`src/rtl/core/nabc_pkg.sv`:
```
// Shared types and constants of the neighbour absolute difference band classifier.
package nabc_pkg;

    // Width of the difference and mean results; the band registers are BAND_BITS wide.
    localparam int OUT_BITS      = 16;
    localparam int BAND_BITS     = 17;
    localparam int CNT_BITS      = 4;
    localparam int COUNT_BITS    = 2;
    localparam int LANES         = 8;
    localparam int MEAN_SHIFT    = 3;
    localparam int APB_DATA_BITS = 32;

    // Register map, in units of one 32-bit register.
    localparam int REG_BAND_COUNT = 0;
    localparam int REG_SKIP_BLACK = 1;
    localparam int REG_BAND_BASE  = 2;
    localparam int BAND_FIELDS    = 3;

    // Field offsets inside one band's group of registers.
    localparam int FLD_LOW   = 0;
    localparam int FLD_HIGH  = 1;
    localparam int FLD_COLOR = 2;

    // A colour of -1 keeps the tested value.
    localparam logic [BAND_BITS-1:0] COLOR_KEEP  = '1;
    localparam logic [BAND_BITS-1:0] HIGH_RESET  = 17'h10000;

    typedef struct packed {
        logic [BAND_BITS-1:0] low;
        logic [BAND_BITS-1:0] high;
        logic [BAND_BITS-1:0] color;
    } t_band;

    // Load strobes for the two merge stages.
    typedef struct packed {
        logic load_sum;
        logic load_out;
    } t_pipe_ctrl;

endpackage

```
`src/rtl/core/neighbour_absdiff_band_classify.sv`:
```
// Top level of the 3x3 neighbourhood absolute difference and band classifier.
// One input word carries a centre pixel and its eight neighbours; one output word
// carries the eight classified absolute differences, their classified mean and the
// number of differences that were counted. The block takes one word per clock while
// the output is not stalled and has three register stages. The edge that accepts a
// word loads the first stage, the lane registers; from there the word moves on to the
// second stage and then to the output register. Eight parallel lanes form and classify
// the differences in the first stage, two four-input sums and the hit count are
// registered in the second, and the full sum with the mean's band test lands in the
// output register in the third. Every stage holds its own valid bit and refills
// as soon as the next stage takes its word, so a result waiting at the output does
// not stop the input until all three stages are full. With no bands active the raw
// differences pass and the mean is the sum over eight rounded half up; with bands
// active each value takes the colour of the last band that holds it, keeps itself
// when that colour is -1, and becomes zero when no band holds it. Band counts above
// NUM_BANDS act as NUM_BANDS. Registers sit on the APB port at byte address 4*i:
// band_count, skip_black, then low, high and colour of each band in turn. They are
// meant to be written while no word is in flight.
module neighbour_absdiff_band_classify import nabc_pkg::*; #(
    parameter int PIXEL_BITS = 16,
    parameter int NUM_BANDS  = 2
) (
    input  logic                                i_clk,
    input  logic                                i_rst_n,
    // APB configuration port.
    input  logic                                psel,
    input  logic                                penable,
    input  logic                                pwrite,
    input  logic [$clog2(2+3*NUM_BANDS)+1:0]    paddr,
    input  logic [APB_DATA_BITS-1:0]            pwdata,
    output logic [APB_DATA_BITS-1:0]            prdata,
    output logic                                pready,
    // Input stream.
    input  logic                                s_axis_tvalid,
    output logic                                s_axis_tready,
    // Fields from bit 0 up: centre_pixel, nbr_left_up, nbr_left_mid, nbr_left_down,
    // nbr_mid_up, nbr_mid_down, nbr_right_up, nbr_right_mid, nbr_right_down.
    input  logic [((9*PIXEL_BITS+7)/8)*8-1:0]   s_axis_tdata,
    // Output stream.
    output logic                                m_axis_tvalid,
    input  logic                                m_axis_tready,
    // Fields from bit 0 up: diff_0 .. diff_7, mean_out, hit_count.
    output logic [((9*OUT_BITS+CNT_BITS+7)/8)*8-1:0] m_axis_tdata
);

    localparam int NUM_REGS  = REG_BAND_BASE + BAND_FIELDS * NUM_BANDS;
    localparam int IDX_BITS  = $clog2(NUM_REGS);
    localparam int ADDR_BITS = IDX_BITS + 2;
    localparam int OUT_TDATA = ((9*OUT_BITS+CNT_BITS+7)/8)*8;

    // Configuration registers.
    logic [COUNT_BITS-1:0] r_band_count;
    logic                  r_skip_black;
    t_band                 r_bands [NUM_BANDS];

    logic [IDX_BITS-1:0]   reg_idx;
    logic                  cfg_write;

    // Pipeline valid bits and load strobes.
    logic       r_v1, r_v2, r_v3;
    logic       load1, load2, load3;
    t_pipe_ctrl ctrl;

    logic [PIXEL_BITS-1:0] centre;
    logic [PIXEL_BITS-1:0] nbr      [LANES];
    logic [PIXEL_BITS-1:0] lane_raw [LANES];
    logic [OUT_BITS-1:0]   lane_val [LANES];
    logic                  lane_cnt [LANES];
    logic [OUT_BITS-1:0]   res_diff [LANES];
    logic [OUT_BITS-1:0]   res_mean;
    logic [CNT_BITS-1:0]   res_hits;

    // ------------------------------------------------------------------
    // APB register file. A write lands at the access phase.
    // ------------------------------------------------------------------
    assign pready    = 1'b1;
    assign reg_idx   = paddr[ADDR_BITS-1:2];
    assign cfg_write = psel && penable && pwrite && pready;

    always_ff @(posedge i_clk) begin
        if (!i_rst_n) begin
            r_band_count <= '0;
            r_skip_black <= 1'b0;
            for (int b = 0; b < NUM_BANDS; b++) begin
                r_bands[b].low   <= '0;
                r_bands[b].high  <= HIGH_RESET;
                r_bands[b].color <= COLOR_KEEP;
            end
        end else if (cfg_write) begin
            if (reg_idx == IDX_BITS'(REG_BAND_COUNT)) begin
                r_band_count <= pwdata[COUNT_BITS-1:0];
            end
            if (reg_idx == IDX_BITS'(REG_SKIP_BLACK)) begin
                r_skip_black <= pwdata[0];
            end
            for (int b = 0; b < NUM_BANDS; b++) begin
                if (reg_idx == IDX_BITS'(REG_BAND_BASE + BAND_FIELDS*b + FLD_LOW)) begin
                    r_bands[b].low <= pwdata[BAND_BITS-1:0];
                end
                if (reg_idx == IDX_BITS'(REG_BAND_BASE + BAND_FIELDS*b + FLD_HIGH)) begin
                    r_bands[b].high <= pwdata[BAND_BITS-1:0];
                end
                if (reg_idx == IDX_BITS'(REG_BAND_BASE + BAND_FIELDS*b + FLD_COLOR)) begin
                    r_bands[b].color <= pwdata[BAND_BITS-1:0];
                end
            end
        end
    end

    // Read back; the colour comes back sign extended.
    always_comb begin
        prdata = '0;
        if (reg_idx == IDX_BITS'(REG_BAND_COUNT)) begin
            prdata = APB_DATA_BITS'(r_band_count);
        end
        if (reg_idx == IDX_BITS'(REG_SKIP_BLACK)) begin
            prdata = APB_DATA_BITS'(r_skip_black);
        end
        for (int b = 0; b < NUM_BANDS; b++) begin
            if (reg_idx == IDX_BITS'(REG_BAND_BASE + BAND_FIELDS*b + FLD_LOW)) begin
                prdata = APB_DATA_BITS'(r_bands[b].low);
            end
            if (reg_idx == IDX_BITS'(REG_BAND_BASE + BAND_FIELDS*b + FLD_HIGH)) begin
                prdata = APB_DATA_BITS'(r_bands[b].high);
            end
            if (reg_idx == IDX_BITS'(REG_BAND_BASE + BAND_FIELDS*b + FLD_COLOR)) begin
                prdata = {{(APB_DATA_BITS-BAND_BITS){r_bands[b].color[BAND_BITS-1]}},
                          r_bands[b].color};
            end
        end
    end

    // ------------------------------------------------------------------
    // Pipeline control. Each stage loads when it is empty or when the
    // stage after it takes its word in the same cycle.
    // ------------------------------------------------------------------
    assign load3         = r_v2 && (!r_v3 || m_axis_tready);
    assign load2         = r_v1 && (!r_v2 || load3);
    assign s_axis_tready = !r_v1 || load2;
    assign load1         = s_axis_tvalid && s_axis_tready;
    assign m_axis_tvalid = r_v3;

    assign ctrl.load_sum = load2;
    assign ctrl.load_out = load3;

    always_ff @(posedge i_clk) begin
        if (!i_rst_n) begin
            r_v1 <= 1'b0;
            r_v2 <= 1'b0;
            r_v3 <= 1'b0;
        end else begin
            if (load1) begin
                r_v1 <= 1'b1;
            end else if (load2) begin
                r_v1 <= 1'b0;
            end
            if (load2) begin
                r_v2 <= 1'b1;
            end else if (load3) begin
                r_v2 <= 1'b0;
            end
            if (load3) begin
                r_v3 <= 1'b1;
            end else if (m_axis_tready) begin
                r_v3 <= 1'b0;
            end
        end
    end

    // ------------------------------------------------------------------
    // Eight difference lanes side by side.
    // ------------------------------------------------------------------
    assign centre = s_axis_tdata[PIXEL_BITS-1:0];

    for (genvar k = 0; k < LANES; k++) begin : g_lane
        assign nbr[k] = s_axis_tdata[(k+1)*PIXEL_BITS +: PIXEL_BITS];

        nabc_lane #(
            .PIXEL_BITS (PIXEL_BITS),
            .NUM_BANDS  (NUM_BANDS)
        ) u_lane (
            .i_clk        (i_clk),
            .i_load       (load1),
            .i_centre     (centre),
            .i_nbr        (nbr[k]),
            .i_bands      (r_bands),
            .i_band_count (r_band_count),
            .i_skip_black (r_skip_black),
            .o_raw        (lane_raw[k]),
            .o_value      (lane_val[k]),
            .o_count      (lane_cnt[k])
        );
    end

    nabc_merge #(
        .PIXEL_BITS (PIXEL_BITS),
        .NUM_BANDS  (NUM_BANDS)
    ) u_merge (
        .i_clk        (i_clk),
        .i_ctrl       (ctrl),
        .i_raw        (lane_raw),
        .i_value      (lane_val),
        .i_count      (lane_cnt),
        .i_bands      (r_bands),
        .i_band_count (r_band_count),
        .o_diff       (res_diff),
        .o_mean       (res_mean),
        .o_hits       (res_hits)
    );

    // Pack the result word, diff_0 in the lowest bits.
    always_comb begin
        m_axis_tdata = '0;
        for (int k = 0; k < LANES; k++) begin
            m_axis_tdata[k*OUT_BITS +: OUT_BITS] = res_diff[k];
        end
        m_axis_tdata[LANES*OUT_BITS +: OUT_BITS]           = res_mean;
        m_axis_tdata[(LANES+1)*OUT_BITS +: CNT_BITS]       = res_hits;
        m_axis_tdata[OUT_TDATA-1:(LANES+1)*OUT_BITS+CNT_BITS] = '0;
    end

    // ------------------------------------------------------------------
    // Assertions.
    // ------------------------------------------------------------------

    // The input only stalls when every stage holds a word.
    a_stall_full: assert property (@(posedge i_clk) disable iff (!i_rst_n)
        !s_axis_tready |-> (r_v1 && r_v2 && r_v3))
        else $error("input stalled while a pipeline stage was empty");

    // An accepted word always occupies the lane stage on the next cycle.
    a_accept_fills: assert property (@(posedge i_clk) disable iff (!i_rst_n)
        load1 |=> r_v1)
        else $error("accepted word lost before the lane stage");

    // No more differences can be counted than there are lanes.
    a_hits_range: assert property (@(posedge i_clk) disable iff (!i_rst_n)
        m_axis_tvalid |-> (res_hits <= CNT_BITS'(LANES)))
        else $error("hit count exceeds the number of lanes");

endmodule

```
`src/rtl/core/nabc_classify.sv`:
```
// Band test of one value against all active bands; the last matching band wins.
module nabc_classify import nabc_pkg::*; #(
    parameter int VAL_BITS  = 16,
    parameter int SHIFT     = 0,
    parameter int NUM_BANDS = 2
) (
    input  logic [VAL_BITS-1:0]   i_value,
    input  t_band                 i_bands [NUM_BANDS],
    input  logic [COUNT_BITS-1:0] i_band_count,
    output logic [OUT_BITS-1:0]   o_value,
    output logic                  o_hit
);

    localparam int CW = (VAL_BITS > BAND_BITS + SHIFT) ? VAL_BITS : BAND_BITS + SHIFT;

    always_comb begin
        logic [CW-1:0] val_ext;
        logic [CW-1:0] kept;
        logic          match;
        val_ext = CW'(i_value);
        kept    = val_ext >> SHIFT;
        o_value = '0;
        o_hit   = 1'b0;
        for (int b = 0; b < NUM_BANDS; b++) begin
            // Bounds are scaled like the value, so the mean is tested exactly.
            match = (32'(b) < 32'(i_band_count))
                 && (val_ext >= (CW'(i_bands[b].low) << SHIFT))
                 && (val_ext <  (CW'(i_bands[b].high) << SHIFT));
            if (match) begin
                o_hit   = 1'b1;
                o_value = (i_bands[b].color == COLOR_KEEP) ? kept[OUT_BITS-1:0]
                                                           : i_bands[b].color[OUT_BITS-1:0];
            end
        end
    end

endmodule

```
`src/rtl/core/nabc_lane.sv`:
```
// One difference lane: absolute difference, black skipping and band test, registered.
module nabc_lane import nabc_pkg::*; #(
    parameter int PIXEL_BITS = 16,
    parameter int NUM_BANDS  = 2
) (
    input  logic                  i_clk,
    input  logic                  i_load,
    input  logic [PIXEL_BITS-1:0] i_centre,
    input  logic [PIXEL_BITS-1:0] i_nbr,
    input  t_band                 i_bands [NUM_BANDS],
    input  logic [COUNT_BITS-1:0] i_band_count,
    input  logic                  i_skip_black,
    output logic [PIXEL_BITS-1:0] o_raw,
    output logic [OUT_BITS-1:0]   o_value,
    output logic                  o_count
);

    localparam int DW = (PIXEL_BITS > OUT_BITS) ? PIXEL_BITS : OUT_BITS;

    logic                  skip;
    logic [PIXEL_BITS-1:0] diff;
    logic [DW-1:0]         diff_ext;
    logic [OUT_BITS-1:0]   cls_value;
    logic                  cls_hit;

    logic [PIXEL_BITS-1:0] r_raw,   n_raw;
    logic [OUT_BITS-1:0]   r_value, n_value;
    logic                  r_count, n_count;

    always_comb begin
        skip = i_skip_black && ((i_nbr == '0) || (i_centre == '0));
        if (skip) begin
            diff = '0;
        end else if (i_centre >= i_nbr) begin
            diff = i_centre - i_nbr;
        end else begin
            diff = i_nbr - i_centre;
        end
        diff_ext = DW'(diff);
    end

    nabc_classify #(
        .VAL_BITS  (PIXEL_BITS),
        .SHIFT     (0),
        .NUM_BANDS (NUM_BANDS)
    ) u_classify (
        .i_value      (diff),
        .i_bands      (i_bands),
        .i_band_count (i_band_count),
        .o_value      (cls_value),
        .o_hit        (cls_hit)
    );

    always_comb begin
        n_raw = diff;
        if (skip) begin
            n_value = '0;
        end else if (i_band_count == '0) begin
            n_value = diff_ext[OUT_BITS-1:0];
        end else begin
            n_value = cls_value;
        end
        n_count = !skip && ((i_band_count == '0) || cls_hit);
    end

    always_ff @(posedge i_clk) begin
        if (i_load) begin
            r_raw   <= n_raw;
            r_value <= n_value;
            r_count <= n_count;
        end
    end

    assign o_raw   = r_raw;
    assign o_value = r_value;
    assign o_count = r_count;

endmodule

```
`src/rtl/core/nabc_merge.sv`:
```
// Merge stages: half sums and hit count, then total, mean band test and result register.
module nabc_merge import nabc_pkg::*; #(
    parameter int PIXEL_BITS = 16,
    parameter int NUM_BANDS  = 2
) (
    input  logic                  i_clk,
    input  t_pipe_ctrl            i_ctrl,
    input  logic [PIXEL_BITS-1:0] i_raw   [LANES],
    input  logic [OUT_BITS-1:0]   i_value [LANES],
    input  logic                  i_count [LANES],
    input  t_band                 i_bands [NUM_BANDS],
    input  logic [COUNT_BITS-1:0] i_band_count,
    output logic [OUT_BITS-1:0]   o_diff  [LANES],
    output logic [OUT_BITS-1:0]   o_mean,
    output logic [CNT_BITS-1:0]   o_hits
);

    localparam int HALF      = LANES / 2;
    localparam int HALF_BITS = PIXEL_BITS + $clog2(HALF);
    localparam int SUM_BITS  = PIXEL_BITS + MEAN_SHIFT;
    localparam int RW        = (SUM_BITS + 1 > OUT_BITS + MEAN_SHIFT)
                             ? SUM_BITS + 1 : OUT_BITS + MEAN_SHIFT;
    localparam int ROUND     = 1 << (MEAN_SHIFT - 1);

    logic [HALF_BITS-1:0] r_half [2];
    logic [HALF_BITS-1:0] n_half [2];
    logic [CNT_BITS-1:0]  r_hits2, n_hits2;
    logic [OUT_BITS-1:0]  r_value2 [LANES];

    logic [SUM_BITS-1:0]  total;
    logic [RW-1:0]        rounded;
    logic [OUT_BITS-1:0]  cls_mean;
    logic                 cls_hit;
    logic [OUT_BITS-1:0]  n_mean;

    logic [OUT_BITS-1:0]  r_diff [LANES];
    logic [OUT_BITS-1:0]  r_mean;
    logic [CNT_BITS-1:0]  r_hits;

    // Stage two: two sums of four lanes each, plus the count of counted lanes.
    always_comb begin
        n_half[0] = '0;
        n_half[1] = '0;
        n_hits2   = '0;
        for (int k = 0; k < HALF; k++) begin
            n_half[0] = n_half[0] + HALF_BITS'(i_raw[k]);
            n_half[1] = n_half[1] + HALF_BITS'(i_raw[k + HALF]);
        end
        for (int k = 0; k < LANES; k++) begin
            n_hits2 = n_hits2 + CNT_BITS'(i_count[k]);
        end
    end

    always_ff @(posedge i_clk) begin
        if (i_ctrl.load_sum) begin
            r_half  <= n_half;
            r_hits2 <= n_hits2;
            r_value2 <= i_value;
        end
    end

    // Stage three: full sum, then either rounded mean or band test of the exact mean.
    always_comb begin
        total   = SUM_BITS'(r_half[0]) + SUM_BITS'(r_half[1]);
        rounded = RW'(total) + RW'(ROUND);
    end

    nabc_classify #(
        .VAL_BITS  (SUM_BITS),
        .SHIFT     (MEAN_SHIFT),
        .NUM_BANDS (NUM_BANDS)
    ) u_classify_mean (
        .i_value      (total),
        .i_bands      (i_bands),
        .i_band_count (i_band_count),
        .o_value      (cls_mean),
        .o_hit        (cls_hit)
    );

    always_comb begin
        if (i_band_count == '0) begin
            n_mean = rounded[OUT_BITS+MEAN_SHIFT-1:MEAN_SHIFT];
        end else begin
            // A mean outside every band reads as zero; it never adds to the count.
            n_mean = cls_hit ? cls_mean : '0;
        end
    end

    always_ff @(posedge i_clk) begin
        if (i_ctrl.load_out) begin
            r_diff <= r_value2;
            r_mean <= n_mean;
            r_hits <= r_hits2;
        end
    end

    assign o_diff = r_diff;
    assign o_mean = r_mean;
    assign o_hits = r_hits;

endmodule
```
`config.mk`:
```
export PLATFORM = sky130hd
export DESIGN_NAME = neighbour_absdiff_band_classify
export DESIGN_NICKNAME = d
export VERILOG_FILES = /design/src/rtl/core/nabc_pkg.sv /design/src/rtl/core/neighbour_absdiff_band_classify.sv /design/src/rtl/core/nabc_classify.sv /design/src/rtl/core/nabc_lane.sv /design/src/rtl/core/nabc_merge.sv
export SDC_FILE = /design/constraint.sdc
export NUM_CORES = 2
export LEC_CHECK = 0
export BUFFER_PORTS_ARGS = -buffer_cell sky130_fd_sc_hd__buf_2
export CELL_PAD_IN_SITES_DETAIL_PLACEMENT = 0
export CELL_PAD_IN_SITES_GLOBAL_PLACEMENT = 1
export CORE_MARGIN = 1.5
export CORE_UTILIZATION = 45
export DETAILED_ROUTE_END_ITERATION = 6
export PLACE_DENSITY_LB_ADDON = 0.15
export SYNTH_ARGS = -nofsm -noshare
export SYNTH_HDL_FRONTEND = slang
export SYNTH_SLANG_ARGS = --single-unit
export TNS_END_PERCENT = 10
```
`constraint.sdc`:
```
create_clock -name i_clk -period 28.9 [get_ports i_clk]
set_input_delay 4.335 -clock i_clk [delete_from_list [all_inputs] [get_ports i_clk]]
set_output_delay 4.335 -clock i_clk [all_outputs]
set_load 0.03 [all_outputs]
```
==> summary.txt <==
Status
  • Status: finished with violations
  • Failing checks: design-rule violations, max-capacitance violations, max-slew violations

Clocking
  • CTS tree: built
  • Worst-Skew Late Latency: roughly 0.7 ns
  • Post-CTS setup repair buffer count: 0
  • Root buf cell: clkbuf_16
  • Clk slew on worst S/H paths: 0.06 ns
  • TritonCTS sink count: 688
  • CTS max path bufs: 3
  • CTS Hold Bufs: 0
  • Num CTS Buffers: 74
  • H-tree depth: 3
  • Post_cts resized: 0

Setup path
  • Reg2reg setup slack: 22.22 ns
  • Critical Path RT: roughly 29 ns
  • CP dominant cell by count: a21oi_1
  • Crit path from: s_axis_tdata[0]
  • Slowest cell on the critical path: nor4b_2
  • FF-to-FF End: u_merge.o_mean[14]
  • CP max FO: 20
  • Worst Setup Start Kind: primary input
  • Crit path arrival time: 13.77 ns
  • Reg2reg path depth: 24
  • Crit-path max cell delay: about 1.1 ns
  • Crit path kind: primary input to flop
  • RR Startpoint: u_merge.r_half[0]
  • CP endpoint kind: flop

Floorplan
  • Starting density of the core: a little under half
  • Die X: about 360 µm
  • Number of core rows: 131
  • Io pins: about 380
  • Core area: ~130000 µm²
  • Die Ht: ~360 µm
  • Die area: about 130000 µm²

Logic synthesis
  • Mean post-synth cell area: around 9.3 µm²
  • Count leader, synth: ha_1
  • Commonest cells in the netlist: ha_1, nand2_1, edfxtp_1, a21oi_1, inv_1
  • Yosys reg bits: around 690
  • Number of flops mapped to enable cells by yosys: just under 600
  • Synthesis Warnings: 0
  • Synth Instances: 6250
  • Top post-synthesis cells by area: edfxtp_1, ha_1, a21oi_1
  • Asr flop ratio synth: 0%
  • Yosys cell types: between 100 and 150
  • Yosys top cell by area: edfxtp_1
  • Top_reg_cell synth: edfxtp_1
  • Synth top area share: roughly 30%
  • Seq/Total Area, Yosys: between 30 and 40%
  • Synthesized cell area: ~58000 µm²

Drt
  • Number of iterations in the first detailed-routing pass: 7
  • Routed Antenna Nets: 0
  • Vias/cell: between 6 and 7
  • Starting DRC count in detailed routing: about 7000
  • Via Count: approximately 54000
  • Drt drc: 2
  • WL/cell: ~33 µm
  • Detailed-route wire length: between 200000 and 300000 µm

Placed design
  • Port buffer count: 352
  • GPL Wtd Cong: roughly 1
  • Area post-placement: around 62000 µm²
  • DP HPWL: about 210000 µm
  • Pre-CTS setup slack: 15.35 ns

Timing
  • Fin crit share: between 40% and 50%
  • Hold Vio Cnt, Final: 0
  • Slew @ Worst Pin: 1.522 ns
  • Setup WS post-layout: ~16 ns
  • Slew HR: -1.831%
  • Clock skew: 0.03702 ns
  • Post-layout min period: between 10 and 15 ns
  • Setup violators final: 0
  • Slew Limit Fails: 7
  • RSZ-0062 raised after global routing: no
  • Final TNS setup: 0 ns
  • Max Fclk: ~75 MHz

Global routing
  • Total GRT Usage: around two fifths
  • Initial antenna violation count: 27
  • Grt total ovfl: 0
  • First-pass GRT wire length: approximately 370000 µm
  • Largest net degree at the start of global routing: about 150
  • Vias in the first global route: 49190

Final layout
  • Layout cells sized above 1: 11.46%
  • Area grow syn2layout: 11.33%
  • Fill cells: about 12000
  • Final nets: a little under 8000
  • Final Cell Area: about 64000 µm²

Power
  • Power per Cell Area: approximately 87 nW/µm²
  • VDD IR-drop max: approximately 0.086 mV
  • Leak: roughly 27 nW

Min path
  • Hold Path End: u_merge.r_value2[40]
  • Worst hold path depth: 0
  • Min-delay src: g_lane[5].u_lane.o_value[8]
  • Hold crit path type: flop to flop

Job
  • Max Cap Viol: 1
## layer usage
layer  vias up  part of all wire [%]  track usage (%)
li1      23760                     -                -
met1     25950                    41            54.11
met2      3303                    39            56.21
met3       858                    12            11.34
met4        22                   8.1            26.59
met5         -                  0.11           0.6659
## area by class of cell
type / instances / area, µm² / area share [%]
multi-input cells: 4797 / 35480 / 55.02
flip-flops and latches: 688 / 19580 / 30.36
repair buffers: 526 / 3084 / 4.783
well taps: 1662 / 2079 / 3.225
clock buffers: 89 / 1958 / 3.037
inverters: 497 / 1866 / 2.893
clock inverters: 44 / 425.4 / 0.6597
diodes: 6 / 15.01 / 0.02328
## cell usage in the layout, fill, tap and decap left out, types with 22 or more instances in the layout
cell / Yosys / layout
a2111oi_0: 22 / 22
a211oi_1: 63 / 61
a21boi_0: 86 / 85
a21o_1: 234 / 234
a21oi_1: 535 / 534
a221oi_1: 92 / 92
a31oi_1: 50 / 49
and2_1: 35 / 35
and3_1: 35 / 35
and4_1: 25 / 25
buf_2: 33 / 352
buf_4: 22 / 172
clkbuf_16: 0 / 74
dfxtp_1: 108 / 108
edfxtp_1: 580 / 580
fa_1: 57 / 57
ha_1: 884 / 884
inv_1: 494 / 494
mux2i_1: 83 / 83
nand2_1: 587 / 587
nand2b_1: 37 / 37
nand3_1: 141 / 140
nand4_1: 97 / 97
nor2_1: 397 / 383
nor2b_1: 86 / 84
nor3_1: 76 / 72
nor4_1: 48 / 47
o211ai_1: 48 / 48
o21a_1: 78 / 78
o21ai_0: 342 / 342
o21bai_1: 64 / 63
o221ai_1: 24 / 24
or3_1: 24 / 24
xnor2_1: 114 / 114
xor2_1: 65 / 65
## cells by family after synthesis
family	count (synthesis)	synth area share (%)
AO/OA/AOI/OAI	1908	21.73
AND/OR/NAND/NOR	1662	13.59
adder cells (fa/ha/maj)	943	21.10
buffers and inverters	768	5.260
flip-flops	688	33.80
XOR/XNOR	179	2.707
multiplexers	100	1.789
other	2	0.01297
## how the worst max path moves through the flow
| stage | to | slack (ns) | depth (start not counted) |
|---|---|---|---|
| after global routing | g_lane[0].u_lane.o_value[15] | 15.41 | 23 |
| final | g_lane[7].u_lane.o_value[15] | 15.60 | 28 |
| after global placement | g_lane[0].u_lane.o_value[15] | 15.31 | 23 |
| after CTS | g_lane[0].u_lane.o_value[3] | 16.07 | 23 |
| after floorplan | g_lane[0].u_lane.o_count | 10.34 | 2 |
| after detailed placement | g_lane[0].u_lane.o_value[15] | 15.35 | 23 |
## critical path, delay by kind of cell
family,cells,cell delay (ns)
adder cells (fa/ha/maj),3,0.91
AO/OA/AOI/OAI,15,3.59
buffers and inverters,4,1.23
AND/OR/NAND/NOR,5,2.70
XOR/XNOR,1,0.96
## state kept, by name, indices dropped and copies added, names as in the netlist, 2 cells and up
register	cells
g_lane.u_lane.o_count	8
r_bands	102
u_merge.o_mean	16
g_lane.u_lane.o_value	128
u_merge.o_hits	4
u_merge.r_hits2	4
u_merge.r_half	36
g_lane.u_lane.o_raw	128
r_band_count	2
u_merge.o_diff	128
u_merge.r_value2	128
## through the flow
stage / std cells / total power, mW / hold WS [ns] / utilization, %
after floorplan: 6253 / 3.375 / 0.4003 / -
after global placement: 8169 / 4.479 / 0.4023 / 48.62
after detailed placement: 8169 / 4.551 / 0.4045 / 48.62
after CTS: 8302 / 5.504 / 0.3935 / 50.48
after global routing: 8304 / 5.919 / 0.4131 / 50.49
final: 8309 / 5.594 / 0.4065 / 50.50
## power by group
part	total, mW	leakage (nW)	switching, mW	internal (mW)
Combinational	3.31	19.9	2.15	1.16
Sequential	1.35	6.37	0.0401	1.31
Clock	0.937	1.15	0.419	0.519
Total	5.59	27.4	2.61	2.98
Note: power is estimated with default switching activity, not from simulation.
